--- src/rtl/core/vpa_pkg.sv ---
// Shared types and codes for the variable partition allocator.
// Used by vpa_ctrl, vpa_datapath and variable_partition_allocator_top.
package vpa_pkg;

  localparam logic [1:0] FIT_FIRST = 2'd0;
  localparam logic [1:0] FIT_BEST  = 2'd1;
  localparam logic [1:0] FIT_WORST = 2'd2;
  localparam logic [1:0] FIT_NEXT  = 2'd3;

  localparam logic OP_ALLOC = 1'b0;
  localparam logic OP_FREE  = 1'b1;

  localparam logic REG_FIT     = 1'b0;
  localparam logic REG_MEMSIZE = 1'b1;

  // Datapath actions.
  localparam logic [3:0] A_NONE       = 4'd0;
  localparam logic [3:0] A_LOAD       = 4'd1;
  localparam logic [3:0] A_MOD_START  = 4'd2;
  localparam logic [3:0] A_MOD_STEP   = 4'd3;
  localparam logic [3:0] A_SCAN_START = 4'd4;
  localparam logic [3:0] A_EVAL       = 4'd5;
  localparam logic [3:0] A_K_DOWN     = 4'd6;
  localparam logic [3:0] A_K_DEC      = 4'd7;
  localparam logic [3:0] A_K_INC      = 4'd8;
  localparam logic [3:0] A_MERGE_NEXT = 4'd9;
  localparam logic [3:0] A_K_AT_PICK  = 4'd10;
  localparam logic [3:0] A_COUNT_DEC  = 4'd11;
  localparam logic [3:0] A_RES_FAIL   = 4'd12;
  localparam logic [3:0] A_RES_ALLOC  = 4'd13;
  localparam logic [3:0] A_RES_FREE   = 4'd14;

  // Table read selections.
  localparam logic [2:0] RD_NONE  = 3'd0;
  localparam logic [2:0] RD_IDX   = 3'd1;
  localparam logic [2:0] RD_BELOW = 3'd2;
  localparam logic [2:0] RD_ABOVE = 3'd3;
  localparam logic [2:0] RD_NEXT  = 3'd4;
  localparam logic [2:0] RD_PREV  = 3'd5;

  // Table write selections.
  localparam logic [2:0] WR_NONE   = 3'd0;
  localparam logic [2:0] WR_TAKE   = 3'd1;
  localparam logic [2:0] WR_SHIFT  = 3'd2;
  localparam logic [2:0] WR_REMAIN = 3'd3;
  localparam logic [2:0] WR_HEAD   = 3'd4;
  localparam logic [2:0] WR_FREED  = 3'd5;
  localparam logic [2:0] WR_PREV   = 3'd6;

  typedef struct packed {
    logic [3:0] act;
    logic [2:0] rd;
    logic [2:0] wr;
  } cmd_t;

  typedef struct packed {
    logic op_free;
    logic req_zero;
    logic mod_more;
    logic eval_stop;
    logic have_pick;
    logic exact;
    logic full;
    logic shd_more;
    logic has_next;
    logic rd_free;
    logic has_prev;
    logic shu_more;
    logic out_free;
  } status_t;

endpackage

--- src/rtl/core/variable_partition_allocator_top.sv ---
// Top level of the variable partition allocator: sequencer plus datapath.
// Depends on vpa_pkg, vpa_ctrl and vpa_datapath.
//
//   channel  signals                                        direction
//   request  in_valid/in_ready, operation, owner_id,        in
//            request_size
//   result   out_valid/out_ready, success, start_address,   out
//            end_address, free_total
//   config   psel/penable/pwrite/paddr/pwdata/prdata/pready  APB slave
//
// One request at a time. A scan reads each table entry visited from memory,
// then compares it; a split moves entries down and a merge moves them up,
// each entry read and then written through the table's read and write ports.
// Every request but a zero-size allocation first reduces the rover modulo the
// entry count by repeated subtraction.
// Reset is synchronous and leaves one free partition of min(span, 65536).
// A finished result waits in the output register; the next request is taken
// meanwhile but the sequencer holds its own result until that transfer.
module variable_partition_allocator_top #(
  parameter int MAX_PARTITIONS = 64,
  parameter int ADDRESS_BITS   = 16,
  parameter int OWNER_BITS     = 8
) (
  input  logic                    clk,
  input  logic                    rst,
  input  logic                    in_valid,
  output logic                    in_ready,
  input  logic                    operation,
  input  logic [OWNER_BITS-1:0]   owner_id,
  input  logic [16:0]             request_size,
  output logic                    out_valid,
  input  logic                    out_ready,
  output logic                    success,
  output logic [ADDRESS_BITS-1:0] start_address,
  output logic [ADDRESS_BITS-1:0] end_address,
  output logic [ADDRESS_BITS:0]   free_total,
  input  logic                    psel,
  input  logic                    penable,
  input  logic                    pwrite,
  input  logic [2:0]              paddr,
  input  logic [31:0]             pwdata,
  output logic [31:0]             prdata,
  output logic                    pready
);

  vpa_pkg::cmd_t    cmd;
  vpa_pkg::status_t status;

  assign pready = 1'b1;

  vpa_ctrl u_ctrl (
    .clk      (clk),
    .rst      (rst),
    .in_valid (in_valid),
    .in_ready (in_ready),
    .status   (status),
    .cmd      (cmd)
  );

  vpa_datapath #(
    .MAX_PARTITIONS (MAX_PARTITIONS),
    .ADDRESS_BITS   (ADDRESS_BITS),
    .OWNER_BITS     (OWNER_BITS)
  ) u_datapath (
    .clk           (clk),
    .rst           (rst),
    .cmd           (cmd),
    .status        (status),
    .operation     (operation),
    .owner_id      (owner_id),
    .request_size  (request_size),
    .out_valid     (out_valid),
    .out_ready     (out_ready),
    .success       (success),
    .start_address (start_address),
    .end_address   (end_address),
    .free_total    (free_total),
    .psel          (psel),
    .penable       (penable),
    .pwrite        (pwrite),
    .paddr         (paddr),
    .pwdata        (pwdata),
    .prdata        (prdata)
  );

  localparam logic [ADDRESS_BITS:0] SPAN_MAX = {1'b1, {ADDRESS_BITS{1'b0}}};

  // A failed result never reports an address range (checked here for failures only).
  a_fail_zero: assert property (@(posedge clk) disable iff (rst)
    out_valid && !success |-> start_address == '0 && end_address == '0)
    else $error("failed result carries an address range");

  // Only one request is in flight.
  a_one_item: assert property (@(posedge clk) disable iff (rst)
    in_valid && in_ready |=> !in_ready)
    else $error("second request taken while one is in progress");

  // The free space never exceeds the addressable span.
  a_free_bound: assert property (@(posedge clk) disable iff (rst)
    out_valid |-> free_total <= SPAN_MAX)
    else $error("free total above memory span");

endmodule

--- src/rtl/core/vpa_datapath.sv ---
// Datapath of the allocator: partition table memory, counters, config registers
// and the result register. Depends on vpa_pkg; driven by commands from vpa_ctrl.
module vpa_datapath #(
  parameter int MAX_PARTITIONS = 64,
  parameter int ADDRESS_BITS   = 16,
  parameter int OWNER_BITS     = 8
) (
  input  logic                    clk,
  input  logic                    rst,
  input  vpa_pkg::cmd_t           cmd,
  output vpa_pkg::status_t        status,
  input  logic                    operation,
  input  logic [OWNER_BITS-1:0]   owner_id,
  input  logic [16:0]             request_size,
  output logic                    out_valid,
  input  logic                    out_ready,
  output logic                    success,
  output logic [ADDRESS_BITS-1:0] start_address,
  output logic [ADDRESS_BITS-1:0] end_address,
  output logic [ADDRESS_BITS:0]   free_total,
  input  logic                    psel,
  input  logic                    penable,
  input  logic                    pwrite,
  input  logic [2:0]              paddr,
  input  logic [31:0]             pwdata,
  output logic [31:0]             prdata
);

  localparam int IW = (MAX_PARTITIONS > 1) ? $clog2(MAX_PARTITIONS) : 1;
  localparam int NW = $clog2(MAX_PARTITIONS + 1);
  localparam int AW = ADDRESS_BITS;
  localparam int SW = ADDRESS_BITS + 1;
  localparam int RW = 17;
  localparam int CW = (SW > RW) ? SW : RW;
  localparam logic [CW-1:0] SPAN = {{(CW-1){1'b0}}, 1'b1} << AW;
  localparam logic [CW-1:0] SIZE_64K = CW'(65536);
  localparam logic [SW-1:0] RESET_SIZE = SW'((AW < 16) ? SPAN : SIZE_64K);

  typedef struct packed {
    logic [AW-1:0]         start;
    logic [SW-1:0]         size;
    logic                  free;
    logic [OWNER_BITS-1:0] owner;
  } entry_t;

  entry_t                mem [MAX_PARTITIONS];
  entry_t                rd_q;
  entry_t                pick_e;
  entry_t                wr_data;
  entry_t                init_entry;
  logic                  wr_en;
  logic [IW-1:0]         wr_addr;
  logic                  rd_en;
  logic [IW-1:0]         rd_addr;

  logic [1:0]            fit;
  logic [SW-1:0]         mem_size;
  logic [NW-1:0]         count;
  logic [IW-1:0]         rover;
  logic [IW-1:0]         r;
  logic [IW-1:0]         idx;
  logic [NW-1:0]         k;
  logic [IW-1:0]         pick;
  logic                  have_pick;
  logic [SW-1:0]         cur_size;
  logic                  op_q;
  logic [OWNER_BITS-1:0] owner_q;
  logic [RW-1:0]         req_q;
  logic [SW-1:0]         free_tot;

  logic                  cfg_wr;
  logic                  cfg_mem;
  logic                  cfg_fit;
  logic [CW-1:0]         clamp;
  logic [SW-1:0]         new_size;
  logic                  init_now;

  logic [NW-1:0]         k_below;
  logic [NW-1:0]         k_above;
  logic [NW-1:0]         pick_n;
  logic [IW-1:0]         pick_up;
  logic [IW-1:0]         pick_dn;
  logic                  fits;
  logic                  is_match;
  logic                  better;
  logic                  last;
  logic                  first_like;
  logic [SW-1:0]         free_after;
  logic                  res_load;

  assign cfg_wr  = psel && penable && pwrite;
  assign cfg_mem = cfg_wr && (paddr[2] == vpa_pkg::REG_MEMSIZE);
  assign cfg_fit = cfg_wr && (paddr[2] == vpa_pkg::REG_FIT);

  always_comb begin
    clamp = CW'(pwdata[16:0]);
    if (clamp == '0) begin
      clamp = CW'(1);
    end
    if (clamp > SPAN) begin
      clamp = SPAN;
    end
  end

  assign new_size = SW'(clamp);
  assign init_now = rst || cfg_mem;

  always_comb begin
    init_entry       = '0;
    init_entry.size  = rst ? RESET_SIZE : new_size;
    init_entry.free  = 1'b1;
  end

  assign prdata = (paddr[2] == vpa_pkg::REG_MEMSIZE) ? 32'(mem_size) : 32'(fit);

  assign k_below = k - NW'(1);
  assign k_above = k + NW'(1);
  assign pick_n  = NW'(pick);
  assign pick_up = pick + IW'(1);
  assign pick_dn = pick - IW'(1);

  assign fits       = rd_q.free && (CW'(rd_q.size) >= CW'(req_q));
  assign is_match   = !rd_q.free && (rd_q.owner == owner_q);
  assign first_like = (fit == vpa_pkg::FIT_FIRST) || (fit == vpa_pkg::FIT_NEXT);
  assign better     = !have_pick
                   || ((fit == vpa_pkg::FIT_BEST) && (rd_q.size < pick_e.size))
                   || ((fit == vpa_pkg::FIT_WORST) && (rd_q.size > pick_e.size));
  assign last       = (k == count - NW'(1));
  assign free_after = free_tot - SW'(req_q);
  assign res_load   = (cmd.act == vpa_pkg::A_RES_FAIL)
                   || (cmd.act == vpa_pkg::A_RES_ALLOC)
                   || (cmd.act == vpa_pkg::A_RES_FREE);

  always_comb begin
    status.op_free   = (op_q == vpa_pkg::OP_FREE);
    status.req_zero  = (req_q == '0);
    status.mod_more  = (NW'(r) >= count);
    status.eval_stop = (op_q == vpa_pkg::OP_FREE) ? (is_match || last)
                                                  : ((fits && first_like) || last);
    status.have_pick = have_pick;
    status.exact     = (CW'(pick_e.size) == CW'(req_q));
    status.full      = (count == NW'(MAX_PARTITIONS));
    status.shd_more  = (k > pick_n + NW'(1));
    status.has_next  = (pick_n + NW'(1) < count);
    status.rd_free   = rd_q.free;
    status.has_prev  = (pick != '0);
    status.shu_more  = (k_above < count);
    status.out_free  = !out_valid || out_ready;
  end

  always_comb begin
    rd_en   = 1'b1;
    rd_addr = idx;
    case (cmd.rd)
      vpa_pkg::RD_IDX:   rd_addr = idx;
      vpa_pkg::RD_BELOW: rd_addr = k_below[IW-1:0];
      vpa_pkg::RD_ABOVE: rd_addr = k_above[IW-1:0];
      vpa_pkg::RD_NEXT:  rd_addr = pick_up;
      vpa_pkg::RD_PREV:  rd_addr = pick_dn;
      default:           rd_en   = 1'b0;
    endcase
  end

  always_comb begin
    wr_en   = 1'b1;
    wr_addr = pick;
    wr_data = pick_e;
    case (cmd.wr)
      vpa_pkg::WR_TAKE: begin
        wr_data.free  = 1'b0;
        wr_data.owner = owner_q;
      end
      vpa_pkg::WR_SHIFT: begin
        wr_addr = k[IW-1:0];
        wr_data = rd_q;
      end
      vpa_pkg::WR_REMAIN: begin
        wr_addr       = pick_up;
        wr_data.start = pick_e.start + AW'(req_q);
        wr_data.size  = pick_e.size - SW'(req_q);
        wr_data.free  = 1'b1;
        wr_data.owner = '0;
      end
      vpa_pkg::WR_HEAD: begin
        wr_data.size  = SW'(req_q);
        wr_data.free  = 1'b0;
        wr_data.owner = owner_q;
      end
      vpa_pkg::WR_FREED: begin
        wr_data.size  = cur_size;
        wr_data.free  = 1'b1;
        wr_data.owner = '0;
      end
      vpa_pkg::WR_PREV: begin
        wr_addr       = pick_dn;
        wr_data.start = rd_q.start;
        wr_data.size  = rd_q.size + cur_size;
        wr_data.free  = 1'b1;
        wr_data.owner = '0;
      end
      default: wr_en = 1'b0;
    endcase
  end

  // Entry 0 is rewritten at reset and on a memory size write; entries at or
  // above the count are never read before they are written.
  always_ff @(posedge clk) begin
    if (init_now) begin
      mem[0] <= init_entry;
    end else if (wr_en) begin
      mem[wr_addr] <= wr_data;
    end
    if (rd_en) begin
      rd_q <= mem[rd_addr];
    end
  end

  always_ff @(posedge clk) begin
    if (rst) begin
      fit       <= vpa_pkg::FIT_FIRST;
      mem_size  <= RESET_SIZE;
      count     <= NW'(1);
      rover     <= '0;
      free_tot  <= RESET_SIZE;
      out_valid <= 1'b0;
      have_pick <= 1'b0;
    end else begin
      if (res_load) begin
        out_valid <= 1'b1;
      end else if (out_valid && out_ready) begin
        out_valid <= 1'b0;
      end
      if (cfg_fit) begin
        fit <= pwdata[1:0];
      end
      if (cfg_mem) begin
        mem_size <= new_size;
        count    <= NW'(1);
        rover    <= '0;
        free_tot <= new_size;
      end
      case (cmd.act)
        vpa_pkg::A_LOAD: begin
          op_q    <= operation;
          owner_q <= owner_id;
          req_q   <= request_size;
        end
        vpa_pkg::A_MOD_START: r <= rover;
        vpa_pkg::A_MOD_STEP:  r <= IW'(NW'(r) - count);
        vpa_pkg::A_SCAN_START: begin
          idx       <= ((op_q == vpa_pkg::OP_ALLOC) && (fit == vpa_pkg::FIT_NEXT)) ? r : '0;
          k         <= '0;
          have_pick <= 1'b0;
        end
        vpa_pkg::A_EVAL: begin
          if (op_q == vpa_pkg::OP_FREE) begin
            if (is_match) begin
              pick      <= idx;
              have_pick <= 1'b1;
              pick_e    <= rd_q;
              cur_size  <= rd_q.size;
            end
          end else if (fits && better) begin
            pick      <= idx;
            have_pick <= 1'b1;
            pick_e    <= rd_q;
          end
          k   <= k + NW'(1);
          idx <= (NW'(idx) == count - NW'(1)) ? '0 : idx + IW'(1);
        end
        vpa_pkg::A_K_DOWN: k <= count;
        vpa_pkg::A_K_DEC:  k <= k_below;
        vpa_pkg::A_K_INC:  k <= k_above;
        vpa_pkg::A_MERGE_NEXT: begin
          cur_size <= cur_size + rd_q.size;
          k        <= pick_n + NW'(1);
        end
        vpa_pkg::A_K_AT_PICK: k <= pick_n;
        vpa_pkg::A_COUNT_DEC: count <= count - NW'(1);
        vpa_pkg::A_RES_FAIL: begin
          success       <= 1'b0;
          start_address <= '0;
          end_address   <= '0;
          free_total    <= free_tot;
        end
        vpa_pkg::A_RES_ALLOC: begin
          success       <= 1'b1;
          start_address <= pick_e.start;
          end_address   <= pick_e.start + AW'(req_q) - AW'(1);
          free_total    <= free_after;
          free_tot      <= free_after;
          if (CW'(pick_e.size) != CW'(req_q)) begin
            count <= count + NW'(1);
          end
          if (fit == vpa_pkg::FIT_NEXT) begin
            rover <= pick;
          end
        end
        vpa_pkg::A_RES_FREE: begin
          success       <= 1'b1;
          start_address <= '0;
          end_address   <= '0;
          free_total    <= free_tot + pick_e.size;
          free_tot      <= free_tot + pick_e.size;
        end
        default: ;
      endcase
    end
  end

endmodule

--- src/rtl/core/vpa_ctrl.sv ---
// Sequencer of the allocator: scans, splits, merges and result hand-off.
// Depends on vpa_pkg; issues commands to vpa_datapath and reads its status.
module vpa_ctrl (
  input  logic             clk,
  input  logic             rst,
  input  logic             in_valid,
  output logic             in_ready,
  input  vpa_pkg::status_t status,
  output vpa_pkg::cmd_t    cmd
);

  localparam logic [4:0] S_IDLE      = 5'd0;
  localparam logic [4:0] S_DISPATCH  = 5'd1;
  localparam logic [4:0] S_MOD       = 5'd2;
  localparam logic [4:0] S_SRD       = 5'd3;
  localparam logic [4:0] S_SEV       = 5'd4;
  localparam logic [4:0] S_ADEC      = 5'd5;
  localparam logic [4:0] S_SHD_CHK   = 5'd6;
  localparam logic [4:0] S_SHD_WR    = 5'd7;
  localparam logic [4:0] S_HEAD      = 5'd8;
  localparam logic [4:0] S_FDEC      = 5'd9;
  localparam logic [4:0] S_F_NEV     = 5'd10;
  localparam logic [4:0] S_U_CHK     = 5'd11;
  localparam logic [4:0] S_U_WR      = 5'd12;
  localparam logic [4:0] S_F_PCHK    = 5'd13;
  localparam logic [4:0] S_F_PEV     = 5'd14;
  localparam logic [4:0] S_FIN_FAIL  = 5'd15;
  localparam logic [4:0] S_FIN_ALLOC = 5'd16;
  localparam logic [4:0] S_FIN_FREE  = 5'd17;

  logic [4:0] state;
  logic [4:0] state_next;
  logic       phase;
  logic       phase_next;

  assign in_ready = (state == S_IDLE);

  always_comb begin
    state_next = state;
    phase_next = phase;
    cmd        = '{act: vpa_pkg::A_NONE, rd: vpa_pkg::RD_NONE, wr: vpa_pkg::WR_NONE};
    case (state)
      S_IDLE: begin
        if (in_valid) begin
          cmd.act    = vpa_pkg::A_LOAD;
          state_next = S_DISPATCH;
        end
      end
      S_DISPATCH: begin
        if (!status.op_free && status.req_zero) begin
          state_next = S_FIN_FAIL;
        end else begin
          cmd.act    = vpa_pkg::A_MOD_START;
          state_next = S_MOD;
        end
      end
      S_MOD: begin
        // The rover is reduced modulo the entry count by repeated subtraction.
        if (status.mod_more) begin
          cmd.act = vpa_pkg::A_MOD_STEP;
        end else begin
          cmd.act    = vpa_pkg::A_SCAN_START;
          state_next = S_SRD;
        end
      end
      S_SRD: begin
        cmd.rd     = vpa_pkg::RD_IDX;
        state_next = S_SEV;
      end
      S_SEV: begin
        cmd.act = vpa_pkg::A_EVAL;
        if (status.eval_stop) begin
          state_next = status.op_free ? S_FDEC : S_ADEC;
        end else begin
          state_next = S_SRD;
        end
      end
      S_ADEC: begin
        if (!status.have_pick) begin
          state_next = S_FIN_FAIL;
        end else if (status.exact) begin
          cmd.wr     = vpa_pkg::WR_TAKE;
          state_next = S_FIN_ALLOC;
        end else if (status.full) begin
          state_next = S_FIN_FAIL;
        end else begin
          cmd.act    = vpa_pkg::A_K_DOWN;
          state_next = S_SHD_CHK;
        end
      end
      S_SHD_CHK: begin
        if (status.shd_more) begin
          cmd.rd     = vpa_pkg::RD_BELOW;
          state_next = S_SHD_WR;
        end else begin
          cmd.wr     = vpa_pkg::WR_REMAIN;
          state_next = S_HEAD;
        end
      end
      S_SHD_WR: begin
        cmd.wr     = vpa_pkg::WR_SHIFT;
        cmd.act    = vpa_pkg::A_K_DEC;
        state_next = S_SHD_CHK;
      end
      S_HEAD: begin
        cmd.wr     = vpa_pkg::WR_HEAD;
        state_next = S_FIN_ALLOC;
      end
      S_FDEC: begin
        if (!status.have_pick) begin
          state_next = S_FIN_FAIL;
        end else if (status.has_next) begin
          cmd.rd     = vpa_pkg::RD_NEXT;
          state_next = S_F_NEV;
        end else begin
          state_next = S_F_PCHK;
        end
      end
      S_F_NEV: begin
        if (status.rd_free) begin
          cmd.act    = vpa_pkg::A_MERGE_NEXT;
          phase_next = 1'b0;
          state_next = S_U_CHK;
        end else begin
          state_next = S_F_PCHK;
        end
      end
      S_U_CHK: begin
        if (status.shu_more) begin
          cmd.rd     = vpa_pkg::RD_ABOVE;
          state_next = S_U_WR;
        end else begin
          cmd.act    = vpa_pkg::A_COUNT_DEC;
          state_next = phase ? S_FIN_FREE : S_F_PCHK;
        end
      end
      S_U_WR: begin
        cmd.wr     = vpa_pkg::WR_SHIFT;
        cmd.act    = vpa_pkg::A_K_INC;
        state_next = S_U_CHK;
      end
      S_F_PCHK: begin
        if (status.has_prev) begin
          cmd.rd     = vpa_pkg::RD_PREV;
          state_next = S_F_PEV;
        end else begin
          cmd.wr     = vpa_pkg::WR_FREED;
          state_next = S_FIN_FREE;
        end
      end
      S_F_PEV: begin
        if (status.rd_free) begin
          cmd.wr     = vpa_pkg::WR_PREV;
          cmd.act    = vpa_pkg::A_K_AT_PICK;
          phase_next = 1'b1;
          state_next = S_U_CHK;
        end else begin
          cmd.wr     = vpa_pkg::WR_FREED;
          state_next = S_FIN_FREE;
        end
      end
      S_FIN_FAIL: begin
        if (status.out_free) begin
          cmd.act    = vpa_pkg::A_RES_FAIL;
          state_next = S_IDLE;
        end
      end
      S_FIN_ALLOC: begin
        if (status.out_free) begin
          cmd.act    = vpa_pkg::A_RES_ALLOC;
          state_next = S_IDLE;
        end
      end
      S_FIN_FREE: begin
        if (status.out_free) begin
          cmd.act    = vpa_pkg::A_RES_FREE;
          state_next = S_IDLE;
        end
      end
      default: state_next = S_IDLE;
    endcase
  end

  always_ff @(posedge clk) begin
    if (rst) begin
      state <= S_IDLE;
      phase <= 1'b0;
    end else begin
      state <= state_next;
      phase <= phase_next;
    end
  end

endmodule
--- config.mk ---
export PLATFORM = sky130hd
export DESIGN_NAME = variable_partition_allocator_top
export DESIGN_NICKNAME = d
export VERILOG_FILES = /design/src/rtl/core/vpa_pkg.sv /design/src/rtl/core/variable_partition_allocator_top.sv /design/src/rtl/core/vpa_datapath.sv /design/src/rtl/core/vpa_ctrl.sv
export SDC_FILE = /design/constraint.sdc
export NUM_CORES = 2
export LEC_CHECK = 0
export BUFFER_PORTS_ARGS = -buffer_cell sky130_fd_sc_hd__buf_2
export CORE_ASPECT_RATIO = 0.5
export CORE_MARGIN = 2
export CORE_UTILIZATION = 57
export CTS_CLUSTER_SIZE = 8
export DETAILED_ROUTE_END_ITERATION = 12
export HOLD_SLACK_MARGIN = 0.03
export PLACE_DENSITY = 0.76
export SLEW_MARGIN = 0
export SYNTH_ARGS = -nofsm -noshare
export SYNTH_HDL_FRONTEND = slang
export SYNTH_SLANG_ARGS = --single-unit
--- constraint.sdc ---
create_clock -name clk -period 8.7 [get_ports clk]
set_clock_uncertainty 0.15 [all_clocks]
set_input_delay 0.87 -clock clk [delete_from_list [all_inputs] [get_ports clk]]
set_output_delay 0.87 -clock clk [all_outputs]
set_load 0.005 [all_outputs]
==> metrics.md <==
| Metric | Value |
|---|---|
| Crit-path most repeated cell | nand2_1 |
| Cell taking the most area after synthesis | edfxtp_1 |
| Worst path top cell family by delay | compound AO/OA/AOI/OAI gates |
| Worst IR Drop VDD | 0.000193 V |
| Vias in the first global route | a little under 80k |
| Post-synthesis async set-or-reset flop share | 0% |
| Achievable clock frequency | 0.135 GHz |
| Final instance area | 139000 um2 |
| Number of buffers added on ports | 119 |
| Die H | 332 um |
| Dominant cells by area after synthesis | edfxtp_1 (70%), nand2_1 (6.5%), mux4_2 (2.5%) |
| Final period util | 85.4% |
| Total grt overflow | 0 |
| Nature of the critical path startpoint | register |
| Warning count from the yosys run | 0 |
| Post-synth EDFFs | 2881 |
| Length in cells of the worst reg-to-reg path | 16 |
| Share of Yosys cell area claimed by the top area cell type | 70.3% |
| Leading cell type by number of instances after synthesis | edfxtp_1 |
| Capture point of the worst reg-to-reg path | u_datapath.mem[0][25]$_DFFE_PP_ |
| Number of buffers inserted by hold repair at cts | 14 |
| H-tree levels | 5 |
| Multiplexer area fraction after synthesis | 3.77% |
| Fillcell total | 14.3k |
| Number of synthesized register bits | 2938 |
| Hold path endpoint | u_datapath.req_q[5]$_DFFE_PP_ |
| Run status | finished clean |
| Gate count of the mapped netlist | 9047 |
| Slew HR | 9.82% |
| Adder and majority cell fraction of the synthesized area | approximately 1.6% |
| Cell-by-cell listing of the critical path | inv_1, ha_1, inv_1, ha_1, nand2_1, o21a_1, maj3_2, o2111ai_2, nand2_1, nand2_1, o21ai_0, a221oi_1, a21oi_1, a31o_2, nor2_4, buf_4 |
| Final setup violation count | 0 |
| Worst setup path class | reg -> reg |
| Post-place instance area | 128000 um2 |
| Area of the multi-input gates | 33400 um2 |
| Area growth from synthesis to layout | 13.1% |
| Placed wire-length estimate | 207 mm |
| Final-stage net count | approximately 9.5k |
| Die Span X | 661 um |
| Setup TNS Final | 0 ns |
| Number of clock sinks seen by CTS | 2938 |
| Number of antenna violations at the first check in global routing | 13 |
| Clock slew at reported path FFs | 0.05 ns |
| WHS Path Cells | 1 |
| Data required time at the worst endpoint | slightly above 9 ns |
| Vias | 81.7k |
| Post-CTS setup buffers | 0 |
| Number of remaining DRC errors | 0 |
| Fraction of the mapped netlist area in compound gates | 6.77% |
| Antenna-violating nets left | 0 |
| Clock tree from TritonCTS | done |
| Clk buf depth | 4 |
| Nature of the critical path endpoint | register |
| Ratio of cells with drive above 1 in the final layout | 12.1% |
| Setup repair after global routing missed its margin | false |
| DR iter-0 viols | between 10k and 15k |
| Num ports | 153 |
| Crit path buf inv count | 3 |
| RePlAce Congestion | 0.903 |
| Final hold viol count | 0 |
| Slew @ Worst Pin | between 1 and 1.5 ns |
| Synthesized area divided by synthesized cell count | about 14 um2 |
| Register-to-Register Setup Slack | ~1.3 ns |
| Sequential share of the synthesized area | 71.3% |
| Final Critical Period | 7.43 ns |
| Count of different cell masters after synthesis | 94 |
| Latest clock arrival within the worst-skew pair | 0.91 ns |
| Sequential standard cell area | ~90000 um2 |
| Cell area after synthesis | 123000 um2 |
| Leakage power figure | 48.6 nW |
| Max-cap violations | 0 |
| Largest stage delay on the critical path | 1.08 ns |
| Fraction of the mapped netlist area in simple logic gates | 13.1% |
| Worst-path maximum fanout | 15 |
| Top cell types by occurrence after synthesis | edfxtp_1 (2881), nand2_1 (2135), nand3_1 (610) |
| Clock root buffer | clkbuf_16 |
| Detail-routed via count per cell | about 6.7 |
| PwrDens | about 240 nW/um2 |
| Standard cell core area | 214000 um2 |
| Wire length of the first global-routing pass | 517 mm |
| Total Die Area | 220000 um2 |
| Number of buffers created by CTS | 409 |
| WL per Instance | 29.4 um |
| CTS resizes | 0 |
| Overall routed net length | 359 mm |
| Total global-route track usage | 32.0% |
| Beginning of the worst hold path | request_size[5] |
| Placement Rows | 120 |
| Initial DRT Pass Iterations | 7 |
| Critical-path cell with the highest stage delay | a221oi_1 |
| Type of the tightest min-delay check | in -> reg |
| Data arrival at the endpoint of the critical path | between 7 and 8 ns |
| Dominant synthesized flop cell | edfxtp_1 |
| Combinational family with the most area after synthesis | simple AND/OR/NAND/NOR gates |
| Initial standard-cell utilization of the core | a little under three fifths |
| Max-slew violation count | 0 |
| Beginning of the worst register-to-register path | u_datapath.pick[0]$_DFFE_PP_ |
| Beginning of the critical path | u_datapath.pick[0]$_DFFE_PP_ |
| Largest net degree at the start of global routing | 152 |
| Xor and xnor area share after synthesis | less than 1% |
[where the power goes]
group          total (mW)  switching [mW]  internal, mW
clock                13.9            5.54          8.38
sequential           15.9           0.170          15.7
combinational        3.28            2.28          1.01
total                33.1            7.98          25.1
[routing by layer]
layer  GRT usage [%]  wire length (um)
met5               0                46
met4            12.1             14300
met3            9.98             54900
met2            47.6            159000
met1            44.6            130000
[how the worst max path moves through the flow]
stage / depth (start not counted) / to
2_1_floorplan: 14 / u_datapath.pick[0]$_DFFE_PP_
3_3_place_gp: 16 / u_datapath.mem[14][34]$_DFFE_PP_
3_5_place_dp: 16 / u_datapath.mem[17][31]$_DFFE_PP_
4_1_cts: 16 / u_datapath.mem[14][35]$_DFFE_PP_
5_1_grt: 17 / u_datapath.rd_q[13]$_DFFE_PP_
6_report: 16 / u_datapath.mem[0][25]$_DFFE_PP_
[cells in the final DEF (no fill, tap or decap), types with 76 or more instances in the layout]
cell type	instances
mux2i_1	145
nand2_1	2133
clkbuf_16	417
a21oi_1	183
nor2_1	215
mux4_2	138
ha_1	150
buf_4	227
a311oi_1	165
a211oi_1	81
buf_2	119
o21ai_0	127
nand3_1	608
edfxtp_1	2881
xnor2_1	89
a31oi_1	175
nor2_4	76
and3_1	292
inv_1	112
[registers in the layout (all words and copies together), names as in the netlist, 7 cells and up]
signal	count
u_datapath.mem	2688
u_datapath.free_total	17
u_datapath.owner_q	8
u_datapath.free_tot	17
u_datapath.req_q	17
u_datapath.cur_size	17
u_datapath.start_address	16
u_datapath.count	7
u_datapath.rd_q	41
u_datapath.pick_e	33
u_datapath.mem_size	17
u_datapath.k	7
u_datapath.end_address	16
[through the flow]
step           worst slack (ns)  std cells  power [mW]  hold slack (ns)  util [%]
2_1_floorplan              1.24       9061        18.1            0.276         -
3_3_place_gp               1.67      11700        19.2            0.289      59.8
3_5_place_dp               1.68      11700        19.2            0.295      59.8
4_1_cts                    1.67      12200        32.9           0.0417      64.9
5_1_grt                    1.15      12200        33.8           0.0561      64.9
6_report                   1.27      12200        33.1           0.0729      64.9
[area by class of cell]
cell class	instances	area share, %
flip-flops and latches	2938	63.0
clock buffers	440	7.57
repair buffers	402	2.36
diodes	3	0.00540
inverters	112	0.302
multi-input cells	5440	24.0
clock inverters	16	0.161
well taps	2867	2.58
[logic make-up (layout without fill, tap and decap cells)]
kind of cell / count (synthesis) / in the layout
other cells: 2 / 19
simple gates: 3663 / 3663
mux: 288 / 288
flops: 2938 / 2938
fa+ha+maj: 157 / 157
buf+inv: 683 / 970
xor+xnor: 138 / 138
compound gates: 1178 / 1178
(Power assumes the default switching activity.)
